`config.mk`:
```
export PLATFORM = sky130hd
export DESIGN_NAME = lras_controller
export DESIGN_NICKNAME = d
export VERILOG_FILES = /design/src/rtl/core/lras_pkg.sv /design/src/rtl/core/lras_controller.sv
export SDC_FILE = /design/constraint.sdc
export NUM_CORES = 1
export LEC_CHECK = 0
export BUFFER_PORTS_ARGS = -buffer_cell sky130_fd_sc_hd__clkbuf_2
export CAP_MARGIN = 20
export CORE_MARGIN = 3
export CORE_UTILIZATION = 30
export CTS_CLUSTER_DIAMETER = 60
export CTS_CLUSTER_SIZE = 25
export DETAILED_ROUTE_END_ITERATION = 16
export PLACE_DENSITY = 0.54
export SLEW_MARGIN = 20
export SYNTH_ARGS = -nofsm -noshare
export SYNTH_HDL_FRONTEND = slang
export SYNTH_SLANG_ARGS = --single-unit
```
`constraint.sdc`:
```
create_clock -name clk -period 3 [get_ports clk]
set_clock_uncertainty 0.05 [all_clocks]
set_input_delay 0.6 -clock clk [delete_from_list [all_inputs] [get_ports clk]]
set_output_delay 0.6 -clock clk [all_outputs]
set_load 0.05 [all_outputs]
```
`src/rtl/core/lras_pkg.sv`:
```
// Shared types and constants for the lazy range-add / range-sum tree.
// Used by the controller, the datapath and the top level; depends on nothing.
package lras_pkg;

  localparam int INDEX_W = 10;
  localparam int VALUE_W = 32;
  localparam int SUM_W   = 64;

  typedef enum logic [1:0] {
    KIND_SET   = 2'd0,
    KIND_BUILD = 2'd1,
    KIND_ADD   = 2'd2,
    KIND_QUERY = 2'd3
  } kind_t;

  // Memory address sources
  typedef enum logic [2:0] {
    A_NODE,
    A_LCH,
    A_RCH,
    A_SWP,
    A_LEAF
  } addr_sel_t;

  typedef enum logic [1:0] {
    SD_ZERO,
    SD_AMOUNT,
    SD_TRUE,
    SD_PAIR
  } sum_wd_t;

  typedef enum logic [1:0] {
    PD_ZERO,
    PD_AMOUNT,
    PD_CARRY
  } pend_wd_t;

  typedef enum logic [2:0] {
    NODE_HOLD,
    NODE_ROOT,
    NODE_DOWN,
    NODE_SIBLING,
    NODE_UP,
    NODE_BUILD,
    NODE_DEC
  } node_op_t;

  typedef enum logic [1:0] {
    RES_NONE,
    RES_ERR,
    RES_SUM
  } res_op_t;

  typedef struct packed {
    logic      load_item;
    logic      sweep_init;
    logic      sweep_inc;
    node_op_t  node_op;
    logic      sum_rd;
    addr_sel_t sum_ra;
    logic      pend_rd;
    addr_sel_t pend_ra;
    logic      sum_wr;
    addr_sel_t sum_wa;
    sum_wd_t   sum_wd;
    logic      pend_wr;
    addr_sel_t pend_wa;
    pend_wd_t  pend_wd;
    logic      shift_child;
    logic      load_t;
    logic      load_u;
    logic      load_p;
    logic      acc_clr;
    logic      acc_add;
    res_op_t   res_op;
  } dp_cmd_t;

  typedef struct packed {
    kind_t kind;
    logic  reversed;
    logic  covered;
    logic  disjoint;
    logic  leaf;
    logic  root;
    logic  right_child;
    logic  sweep_last;
  } dp_status_t;

endpackage

```
`src/rtl/core/lras_controller.sv`:
```
// Controller: sequences clearing sweeps, set, build, and the tree walk for add/query.
// Depends on lras_pkg; commands lras_datapath.
module lras_controller
  import lras_pkg::*;
(
  input  logic       clk,
  input  logic       rst,
  input  logic       start,
  input  dp_status_t status,
  output dp_cmd_t    cmd,
  output logic       busy,
  output logic       result_valid
);

  typedef enum logic [3:0] {
    S_SWEEP,
    S_IDLE,
    S_DISPATCH,
    S_ENTER,
    S_ADDC,
    S_PB,
    S_PC,
    S_PD,
    S_PE,
    S_RET,
    S_PA,
    S_PB2,
    S_PC2,
    S_PD2
  } state_t;

  state_t state;
  state_t state_next;
  logic   clr_sum;
  logic   in_build;

  assign busy = (state != S_IDLE);

  always_comb begin
    cmd        = '0;
    state_next = state;
    case (state)
      S_SWEEP: begin
        cmd.pend_wr   = 1'b1;
        cmd.pend_wa   = A_SWP;
        cmd.pend_wd   = PD_ZERO;
        cmd.sum_wr    = clr_sum;
        cmd.sum_wa    = A_SWP;
        cmd.sum_wd    = SD_ZERO;
        cmd.sweep_inc = 1'b1;
        if (status.sweep_last) begin
          if (in_build) begin
            cmd.node_op = NODE_BUILD;
            state_next  = S_PA;
          end else begin
            state_next = S_IDLE;
          end
        end
      end
      S_IDLE: begin
        if (start) begin
          cmd.load_item = 1'b1;
          state_next    = S_DISPATCH;
        end
      end
      S_DISPATCH: begin
        case (status.kind)
          KIND_SET: begin
            cmd.sum_wr = 1'b1;
            cmd.sum_wa = A_LEAF;
            cmd.sum_wd = SD_AMOUNT;
            state_next = S_IDLE;
          end
          KIND_BUILD: begin
            cmd.sweep_init = 1'b1;
            state_next     = S_SWEEP;
          end
          default: begin
            if (status.reversed) begin
              cmd.res_op = RES_ERR;
              state_next = S_IDLE;
            end else begin
              cmd.node_op = NODE_ROOT;
              cmd.acc_clr = 1'b1;
              state_next  = S_ENTER;
            end
          end
        endcase
      end
      S_ENTER: begin
        if (status.disjoint) begin
          state_next = S_RET;
        end else if (status.kind == KIND_ADD && status.covered) begin
          cmd.pend_rd = 1'b1;
          cmd.pend_ra = A_NODE;
          state_next  = S_ADDC;
        end else begin
          cmd.sum_rd  = 1'b1;
          cmd.sum_ra  = A_NODE;
          cmd.pend_rd = 1'b1;
          cmd.pend_ra = A_NODE;
          state_next  = S_PB;
        end
      end
      S_ADDC: begin
        cmd.pend_wr = 1'b1;
        cmd.pend_wa = A_NODE;
        cmd.pend_wd = PD_AMOUNT;
        state_next  = S_RET;
      end
      S_PB: begin
        // fold the pending add into the node, hold it for the children
        cmd.sum_wr  = 1'b1;
        cmd.sum_wa  = A_NODE;
        cmd.sum_wd  = SD_TRUE;
        cmd.load_t  = 1'b1;
        cmd.load_p  = 1'b1;
        cmd.pend_wr = 1'b1;
        cmd.pend_wa = A_NODE;
        cmd.pend_wd = PD_ZERO;
        if (!status.leaf) begin
          cmd.pend_rd = 1'b1;
          cmd.pend_ra = A_LCH;
          state_next  = S_PC;
        end else begin
          state_next = S_PE;
        end
      end
      S_PC: begin
        cmd.pend_wr = 1'b1;
        cmd.pend_wa = A_LCH;
        cmd.pend_wd = PD_CARRY;
        cmd.pend_rd = 1'b1;
        cmd.pend_ra = A_RCH;
        state_next  = S_PD;
      end
      S_PD: begin
        cmd.pend_wr = 1'b1;
        cmd.pend_wa = A_RCH;
        cmd.pend_wd = PD_CARRY;
        state_next  = S_PE;
      end
      S_PE: begin
        if (status.covered) begin
          cmd.acc_add = 1'b1;
          state_next  = S_RET;
        end else begin
          cmd.node_op = NODE_DOWN;
          state_next  = S_ENTER;
        end
      end
      S_RET: begin
        if (status.root) begin
          if (status.kind == KIND_QUERY) cmd.res_op = RES_SUM;
          state_next = S_IDLE;
        end else if (!status.right_child) begin
          cmd.node_op = NODE_SIBLING;
          state_next  = S_ENTER;
        end else begin
          cmd.node_op = NODE_UP;
          state_next  = (status.kind == KIND_ADD) ? S_PA : S_RET;
        end
      end
      S_PA: begin
        cmd.sum_rd  = 1'b1;
        cmd.sum_ra  = A_LCH;
        cmd.pend_rd = 1'b1;
        cmd.pend_ra = A_LCH;
        state_next  = S_PB2;
      end
      S_PB2: begin
        cmd.shift_child = 1'b1;
        cmd.load_t      = 1'b1;
        cmd.sum_rd      = 1'b1;
        cmd.sum_ra      = A_RCH;
        cmd.pend_rd     = 1'b1;
        cmd.pend_ra     = A_RCH;
        state_next      = S_PC2;
      end
      S_PC2: begin
        cmd.shift_child = 1'b1;
        cmd.load_u      = 1'b1;
        state_next      = S_PD2;
      end
      S_PD2: begin
        cmd.sum_wr = 1'b1;
        cmd.sum_wa = A_NODE;
        cmd.sum_wd = SD_PAIR;
        if (in_build) begin
          if (status.root) begin
            state_next = S_IDLE;
          end else begin
            cmd.node_op = NODE_DEC;
            state_next  = S_PA;
          end
        end else begin
          state_next = S_RET;
        end
      end
      default: state_next = S_IDLE;
    endcase
    // hold the sweep pointer at zero and drop all writes while in reset
    if (rst) begin
      cmd            = '0;
      cmd.sweep_init = 1'b1;
    end
  end

  always_ff @(posedge clk) begin
    if (rst) begin
      state        <= S_SWEEP;
      clr_sum      <= 1'b1;
      in_build     <= 1'b0;
      result_valid <= 1'b0;
    end else begin
      state        <= state_next;
      result_valid <= (cmd.res_op != RES_NONE);
      if (cmd.sweep_init) begin
        clr_sum  <= 1'b0;
        in_build <= 1'b1;
      end else if (state_next == S_IDLE) begin
        clr_sum  <= 1'b0;
        in_build <= 1'b0;
      end
    end
  end

endmodule
```
==> summary by stage, run 1 <==
Yosys
The dominant combinational cell family by area after synthesis is simple AND/OR/NAND/NOR gates. The most numerous cell in the Yosys netlist is sky130_fd_sc_hd__nor2_1. Of the post-synthesis cell area, the dominant cell type holds 0.1349. Of the total synthesized cell area, the portion taken by XOR and XNOR cells is 0.

Counting instances in the post-synthesis netlist gives the leading cell types as sky130_fd_sc_hd__nor2_1, sky130_fd_sc_hd__nand2_1, sky130_fd_sc_hd__inv_1. The fraction of synthesis flops using an asynchronous set or reset pin is 0. The share of the Yosys chip area taken by registers is 0.1349. The adder-cell share of the synthesized area is 0.

The synthesized design contains 0 enable-type register cells. Summing every instance area after synthesis gives 0.001038 mm^2. The number of distinct library cells after synthesis is 49.

The average instance area after synthesis is 6.657 um^2. Synthesis inferred 7 register bits. After synthesis, the cell types taking the most area are sky130_fd_sc_hd__dfxtp_1, sky130_fd_sc_hd__nor2_1, sky130_fd_sc_hd__nor2b_1.

The most used flip-flop cell after synthesis is sky130_fd_sc_hd__dfxtp_1. During synthesis, Yosys emitted a total of 0 warnings. The area fraction in compound gates after synthesis came to 0.2867.

Synthesis produced a netlist whose cell count is 156. The dominant cell type by area after synthesis is sky130_fd_sc_hd__dfxtp_1. The simple-gate area share of the yosys netlist is 0.4289. Of the post-synthesis cell area, the part taken by muxes is 0.009639.

Route
The residual antenna-violating net count after detailed routing is 0. The ratio of routed vias to standard cells is 5.661. The detailed router finished its first iteration with 61 violations.

The routed length per instance is 14.87 um. The routed layout has 1353 vias. After detailed routing, the number of remaining DRC violations is 0. Summed over all layers, the routed wires come to 3553 um. The number of optimization iterations in the first detailed-route pass is 4.

STA
Setup violations remaining at the end of the flow were counted as 0. The final hold violation count is 0. The relative max-transition margin is 0.5058. After routing, the total negative slack on setup checks comes to 0 ns.

For the pin with the worst max-slew slack, the measured transition is 0.7403 ns. The maximum operating frequency is 361.9 MHz. The number of pins exceeding their max-slew limit in the final report was 0. The final clock period utilization by the worst path is 0.9210. The minimum clock period after layout is 2.763 ns. Setup repair after global routing left no endpoint under its margin.

Floorplan
For this configuration, the core starts out at a cell density of 0.3268. Measured along the y axis, the die boundary spans 64.84 um. The die covers 0.004204 mm^2. The core region area is 0.003178 mm^2. The floorplan row count is 20. From left edge to right edge, the die measures 64.84 um. In this run the count of I/O pins placed on the die edge is 48.

Setup path
At the worst endpoint, the arrival time is 2.11 ns. The type of element capturing the critical path is a primary output. Setup slack on the worst reg-to-reg path comes out at 0.64 ns. The highest fanout seen on the critical path is 23. The required time at the worst-slack endpoint is 2.35 ns. The worst setup path is of the register to primary output kind. The worst setup path is launched from a register.

Place
Detailed placement ended at an HPWL of 2726 um. The post-detailed-placement cell area is 0.001280 mm^2. The number of buffers inserted by port buffering is 44.

The congestion estimate from routability-driven global placement came to 0.9347.

Global routing
The number of antenna violations at the first check in global routing is 0. Entering global routing, the biggest net connects 24 pins. The first global-routing pass estimated 5858 um of wire. The number of global-route vias before repair is 1309.

The remaining global-route overflow is 0. The overall routing resource usage is 0.1723.

Min path
The worst hold path class is register to register.

Layout
At the end of the flow the core is filled with cells to 0.4130. The number of antenna diodes in the final layout is 0. The relative area change from synthesis to final layout is 26.39%. For this run, the post-layout net count is 208. The fraction of final layout cells sized beyond drive strength 1 is 0.3282.

The area of all placed cells without fillers is 0.001313 mm^2.

Clock network
Once the clock tree was built, the setup fixing pass inserted 0 buffers. The root buffer selected by CTS is sky130_fd_sc_hd__clkbuf_4. The number of buffers inserted during clock tree synthesis is 3. The clock-pin slew on the worst setup and hold paths is 0.06 ns. TritonCTS built the clock tree. At the later pin of the worst-skew pair, clock insertion delay measures 0.25 ns. The H-tree depth is 1.

The number of buffers inserted by hold repair at cts is 0. In this run the deepest clock path goes through 2 buffers. The post-cts gate resize count is 0.

The clock sink total is 7.

Power
The power density normalized to cell area is 437.0 mW/mm^2. The peak supply drop is 0.2015 mV. The leakage power of the design is 0.5969 nW.

Status
The flow ran to the end, and the final reports show no timing, DRC or antenna violations.

Flow run
The total of max-cap violations is 0.
[flip-flops by register name (all words and copies together) (netlist names)]
signal and flops:
result_valid 1, in_build 1, state 4, clr_sum 1
[per-stage QoR]
| stage | power, W | hold slack [ns] | instances | setup slack (ns) |
|---|---|---|---|---|
| after floorplan | 0.0004126 | 0.4434 | 158 | 0.008353 |
| final | 0.0005736 | 0.4823 | 239 | 0.2371 |
| after global placement | 0.0004842 | 0.4611 | 235 | 0.5438 |
| after CTS | 0.0005717 | 0.4810 | 239 | 0.1993 |
| after detailed placement | 0.0004792 | 0.4723 | 235 | 0.4788 |
| after global routing | 0.0006067 | 0.5158 | 239 | 0.1136 |
[worst paths after layout]
path,to,depth (start not counted),start
worst max-delay path,cmd[14],4,state[2]
worst min-delay path,clr_sum,2,clr_sum
worst min register to register,clr_sum,2,clr_sum
worst max register to register,clr_sum,6,state[2]
[cells in the final DEF, fill, tap and decap left out, drive strengths merged, types with 3 or more instances in the layout]
cell type  netlist  routed
clkbuf           5      48
nor2            17      17
nand2           13      13
inv              9       9
nor2b            8       8
a21oi            8       8
nand2b           7       7
dfxtp            7       7
nor3             7       7
and3             6       6
buf             12       6
a31oi            5       5
a22oi            4       4
nand3            3       3
and2             3       3
or2              3       3
conb             1       3
nor4             3       3
[logic make-up (layout without fill, tap and decap cells)]
kind of cell / Yosys count / after routing
buf+inv: 26 / 63
flops: 7 / 7
compound gates: 41 / 41
other cells: 1 / 3
mux: 1 / 1
simple gates: 80 / 80
[area by class of cell]
cell class	instances	area (um^2)
Fill cell	353	1866
Timing Repair Buffer	50	265.3
Inverter	9	33.78
Multi-Input combinational cell	125	792.0
Sequential cell	7	140.1
Clock buffer	4	26.28
Tap cell	44	55.05
[metal layers]
layer,up-vias,GRT usage,part of all wire
li1,642,-,-
met1,635,0.2278,0.42
met3,6,0.03466,0.079
met5,-,0,0
met4,0,0.06332,0.017
met2,70,0.2746,0.48
[power breakdown]
| part | internal [W] | total [W] | switching [W] |
|---|---|---|---|
| Clock | 0.0000511 | 0.0000904 | 0.0000393 |
| Combinational | 0.000106 | 0.000357 | 0.000252 |
| Sequential | 0.000105 | 0.000126 | 0.0000206 |
| Total | 0.000262 | 0.000574 | 0.000312 |
[worst max-delay path: stages (launching register included)]
cell and delay (ns):
sky130_fd_sc_hd__dfxtp_1 0.54, sky130_fd_sc_hd__or4b_4 0.63, sky130_fd_sc_hd__o32a_1 0.31, sky130_fd_sc_hd__nor2_1 0.10
sky130_fd_sc_hd__clkbuf_2 0.28
Power figures use the tool's default switching activity.
==> run 2, diff against run 1 <==
--- a/config.mk
+++ b/config.mk
@@ -12,7 +12,6 @@
 export CTS_CLUSTER_DIAMETER = 60
 export CTS_CLUSTER_SIZE = 25
 export DETAILED_ROUTE_END_ITERATION = 16
-export PLACE_DENSITY = 0.54
 export SLEW_MARGIN = 20
 export SYNTH_ARGS = -nofsm -noshare
 export SYNTH_HDL_FRONTEND = slang
==> run 2 against run 1 <==
Against the previous run: non-clock buffer count down 1; cell count down 0.42%; core utilization down 0.39 points; global-route usage down 0.45 points; combinational power down 3%; flip-flop and latch count unchanged; worst hold slack better by 0.020 ns; largest power group unchanged; highest routed layer unchanged.
==> summary by stage, run 2 (synthesized netlist as in run 1, its figures left out) <==
Power
The cell-internal power came to 0.0002585 W (was 0.0002618 W). The net switching power figure was 0.0003019 W (was 0.0003118 W). The power density normalized to cell area is 431.1 mW/mm^2 (was 437.0 mW/mm^2).

The share of total power in combinational logic is 0.618 (was 0.623). The relative contribution of the clock network to total power is 0.149 (was 0.158). The sequential group share of total power was 0.233 (was 0.219).

The peak supply drop is 0.2181 mV (was 0.2015 mV). The fraction of power spent switching nets was 0.5387 (was 0.5436). The leakage power of the design is 0.5902 nW (was 0.5969 nW).

STA
The final setup violation count is 0 (unchanged). The final hold violation count is 0 (unchanged). The number of pins exceeding their max-slew limit in the final report was 0 (unchanged). The minimum clock period after layout is 2.701 ns (was 2.763 ns). The slew at the pin closest to its max-slew limit is 0.6581 ns (was 0.7403 ns). The relative max-transition margin came to 0.5607 (was 0.5058). The maximum operating frequency came to 370.3 MHz (was 361.9 MHz). RSZ-0062 raised after global routing: false (unchanged). The final clock period utilization by the worst path is 0.9002 (was 0.9210). The setup total negative slack is 0 ns (unchanged).

Layout
The relative area change from synthesis to final layout is 25.18% (was 26.39%). Most frequent cells in the layout: sky130_fd_sc_hd__clkbuf_2, sky130_fd_sc_hd__nor2_1, sky130_fd_sc_hd__nand2_1, sky130_fd_sc_hd__inv_1 (unchanged). The area of all placed cells without fillers is 0.001300 mm^2 (was 0.001313 mm^2). The final layout net count is 207 (was 208).

The final cell utilization of the core is 0.4091 (was 0.4130). The final instance count without filler cells was 238 (was 239). The number of flip-flops in the largest register came to 4 (unchanged). The final antenna diode count came to 0 (unchanged). The fraction of final layout cells sized beyond drive strength 1 is 0.3247 (was 0.3282). The most common cell after layout, fill and taps aside is sky130_fd_sc_hd__clkbuf_2 (unchanged).

The top register by number of flip-flops is state (unchanged).

Setup path
The nature of the critical path startpoint is a register (unchanged). The arrival time of the worst setup path was 2.05 ns (was 2.11 ns). The path depth of the worst reg2reg path is 5 (was 6). The kind of critical path is register to primary output (unchanged). The highest fanout seen on the critical path was 20 (was 23). The type of element capturing the critical path is a primary output (unchanged). The required time at the worst-slack endpoint is 2.35 ns (about the same). The worst reg-to-reg setup slack is 0.80 ns (was 0.64 ns).

Clock network
The buffer levels on the longest clock path is 2 (unchanged). The setup fix buffers added after clock tree synthesis was 0 (unchanged). The number of buffers inserted during clock tree synthesis is 3 (unchanged).

The clock sink total came to 7 (unchanged). The source-to-sink clock delay at the later pin of the worst-skew pair is 0.25 ns (about the same). The number of buffers inserted by hold repair at cts is 0 (unchanged). The root buffer selected by CTS was sky130_fd_sc_hd__clkbuf_4 (unchanged).

The TritonCTS clock tree is built (unchanged). The clock-pin slew on the worst setup and hold paths is 0.05 ns (was 0.06 ns). The H-tree depth was 1 (unchanged).

Floorplan
The die outline height is 64.84 um (unchanged). The core region area was 0.003178 mm^2 (unchanged). The width of the chip was 64.84 um (unchanged).

The die area came to 0.004204 mm^2 (unchanged). The initial core utilization is 0.3268 (unchanged). The floorplan row count is 20 (unchanged). The count of boundary I/O pins is 48 (unchanged).

Route
The routed length per instance was 14.53 um (was 14.87 um). The overall routed net length was 3459 um (was 3553 um). The via total after detailed routing is 1292 (was 1353). The number of violations reported at the end of detailed-routing iteration 0 came to 78 (was 61). The post-route DRC violation count was 0 (unchanged).

The residual antenna-violating net count after detailed routing is 0 (unchanged). The ratio of routed vias to standard cells is 5.429 (was 5.661). The number of optimization iterations in the first detailed-route pass was 5 (was 4).

Place
The final weighted congestion in routability-driven placement is 0.8941 (was 0.9347). The count of placed standard cells including taps is 234 (was 235). The post-detailed-placement cell area came to 0.001272 mm^2 (was 0.001280 mm^2).

The number of buffers inserted by port buffering is 44 (unchanged). The estimated wirelength of the detail-placed design is 2705 um (was 2726 um).

Global routing
The remaining global-route overflow is 0 (unchanged). The number of global-route vias before repair is 1241 (was 1309). The pin count of the biggest net entering global routing came to 23 (was 24).

The global-route wire length before repair is 5809 um (was 5858 um). The overall routing resource usage is 0.1679 (was 0.1723). The number of antenna violations at the first check in global routing is 0 (unchanged).

Status
Status: complete, no violations (unchanged).

Flow run
The total of max-cap violations is 0 (unchanged).

Min path
The worst hold path class is register to register (unchanged). The number of cells traversed by the worst hold path is 2 (unchanged).
## run 2: changes by cell type in the layout (fill, tap and decap cells not counted), sizes merged
cell,before,now
buf,6,5
## run 2: power by group through the flow
stage / Sequential (W) / Combinational, W / Clock, W
floorplan: 0.000115 / 0.000298 / 0
global placement: 0.000129 / 0.000347 / 0
detailed placement: 0.000130 / 0.000343 / 0
CTS: 0.000129 / 0.000345 / 0.0000881
global route: 0.000134 / 0.000372 / 0.0000984
finish: 0.000131 / 0.000346 / 0.0000835
## run 2: timing repair
item / CTS / global route
endpoints found under the setup margin: 0 / 2
hold endpoints to repair: 0 / 0
gates resized for setup: 0 / 1
## run 2: area by class of cell
cell class,instances,area (um^2)
inverters,9,33.78
multi-input cells,125,785.8
repair buffers,49,257.7
clock buffers,4,26.28
fillers,368,1878
well taps,44,55.05
flip-flops and latches,7,141.4
## run 2: critical path, stage by stage (launching register included)
cell and delay (ns):
sky130_fd_sc_hd__dfxtp_1 0.51, sky130_fd_sc_hd__or4b_4 0.62, sky130_fd_sc_hd__o32a_1 0.31, sky130_fd_sc_hd__nor2_1 0.09
sky130_fd_sc_hd__clkbuf_2 0.28
## run 2: routing by layer
| metal | up-vias | wire length (um) | track usage |
|---|---|---|---|
| met5 | - | 0 | 0 |
| met4 | 0 | 33 | 0.05541 |
| met3 | 7 | 174 | 0.01560 |
| met2 | 57 | 1673 | 0.2797 |
| met1 | 593 | 1577 | 0.2252 |
| li1 | 635 | - | - |
## run 2: per-stage QoR
| stage | hold WS [ns] | setup slack, ns | power, W |
|---|---|---|---|
| 3_3_place_gp | 0.4609 | 0.5105 | 0.0004760 |
| 4_1_cts | 0.4932 | 0.1632 | 0.0005614 |
| 3_5_place_dp | 0.4734 | 0.4429 | 0.0004738 |
| 2_1_floorplan | 0.4434 | 0.008353 | 0.0004126 |
| 5_1_grt | 0.5309 | 0.1247 | 0.0006039 |
| 6_report | 0.5021 | 0.2994 | 0.0005604 |
## run 2: final timing paths
check	from	to
setup reg to reg	state[2]	clr_sum
hold / removal	clr_sum	clr_sum
hold reg to reg	clr_sum	clr_sum
setup / recovery	state[2]	cmd[14]
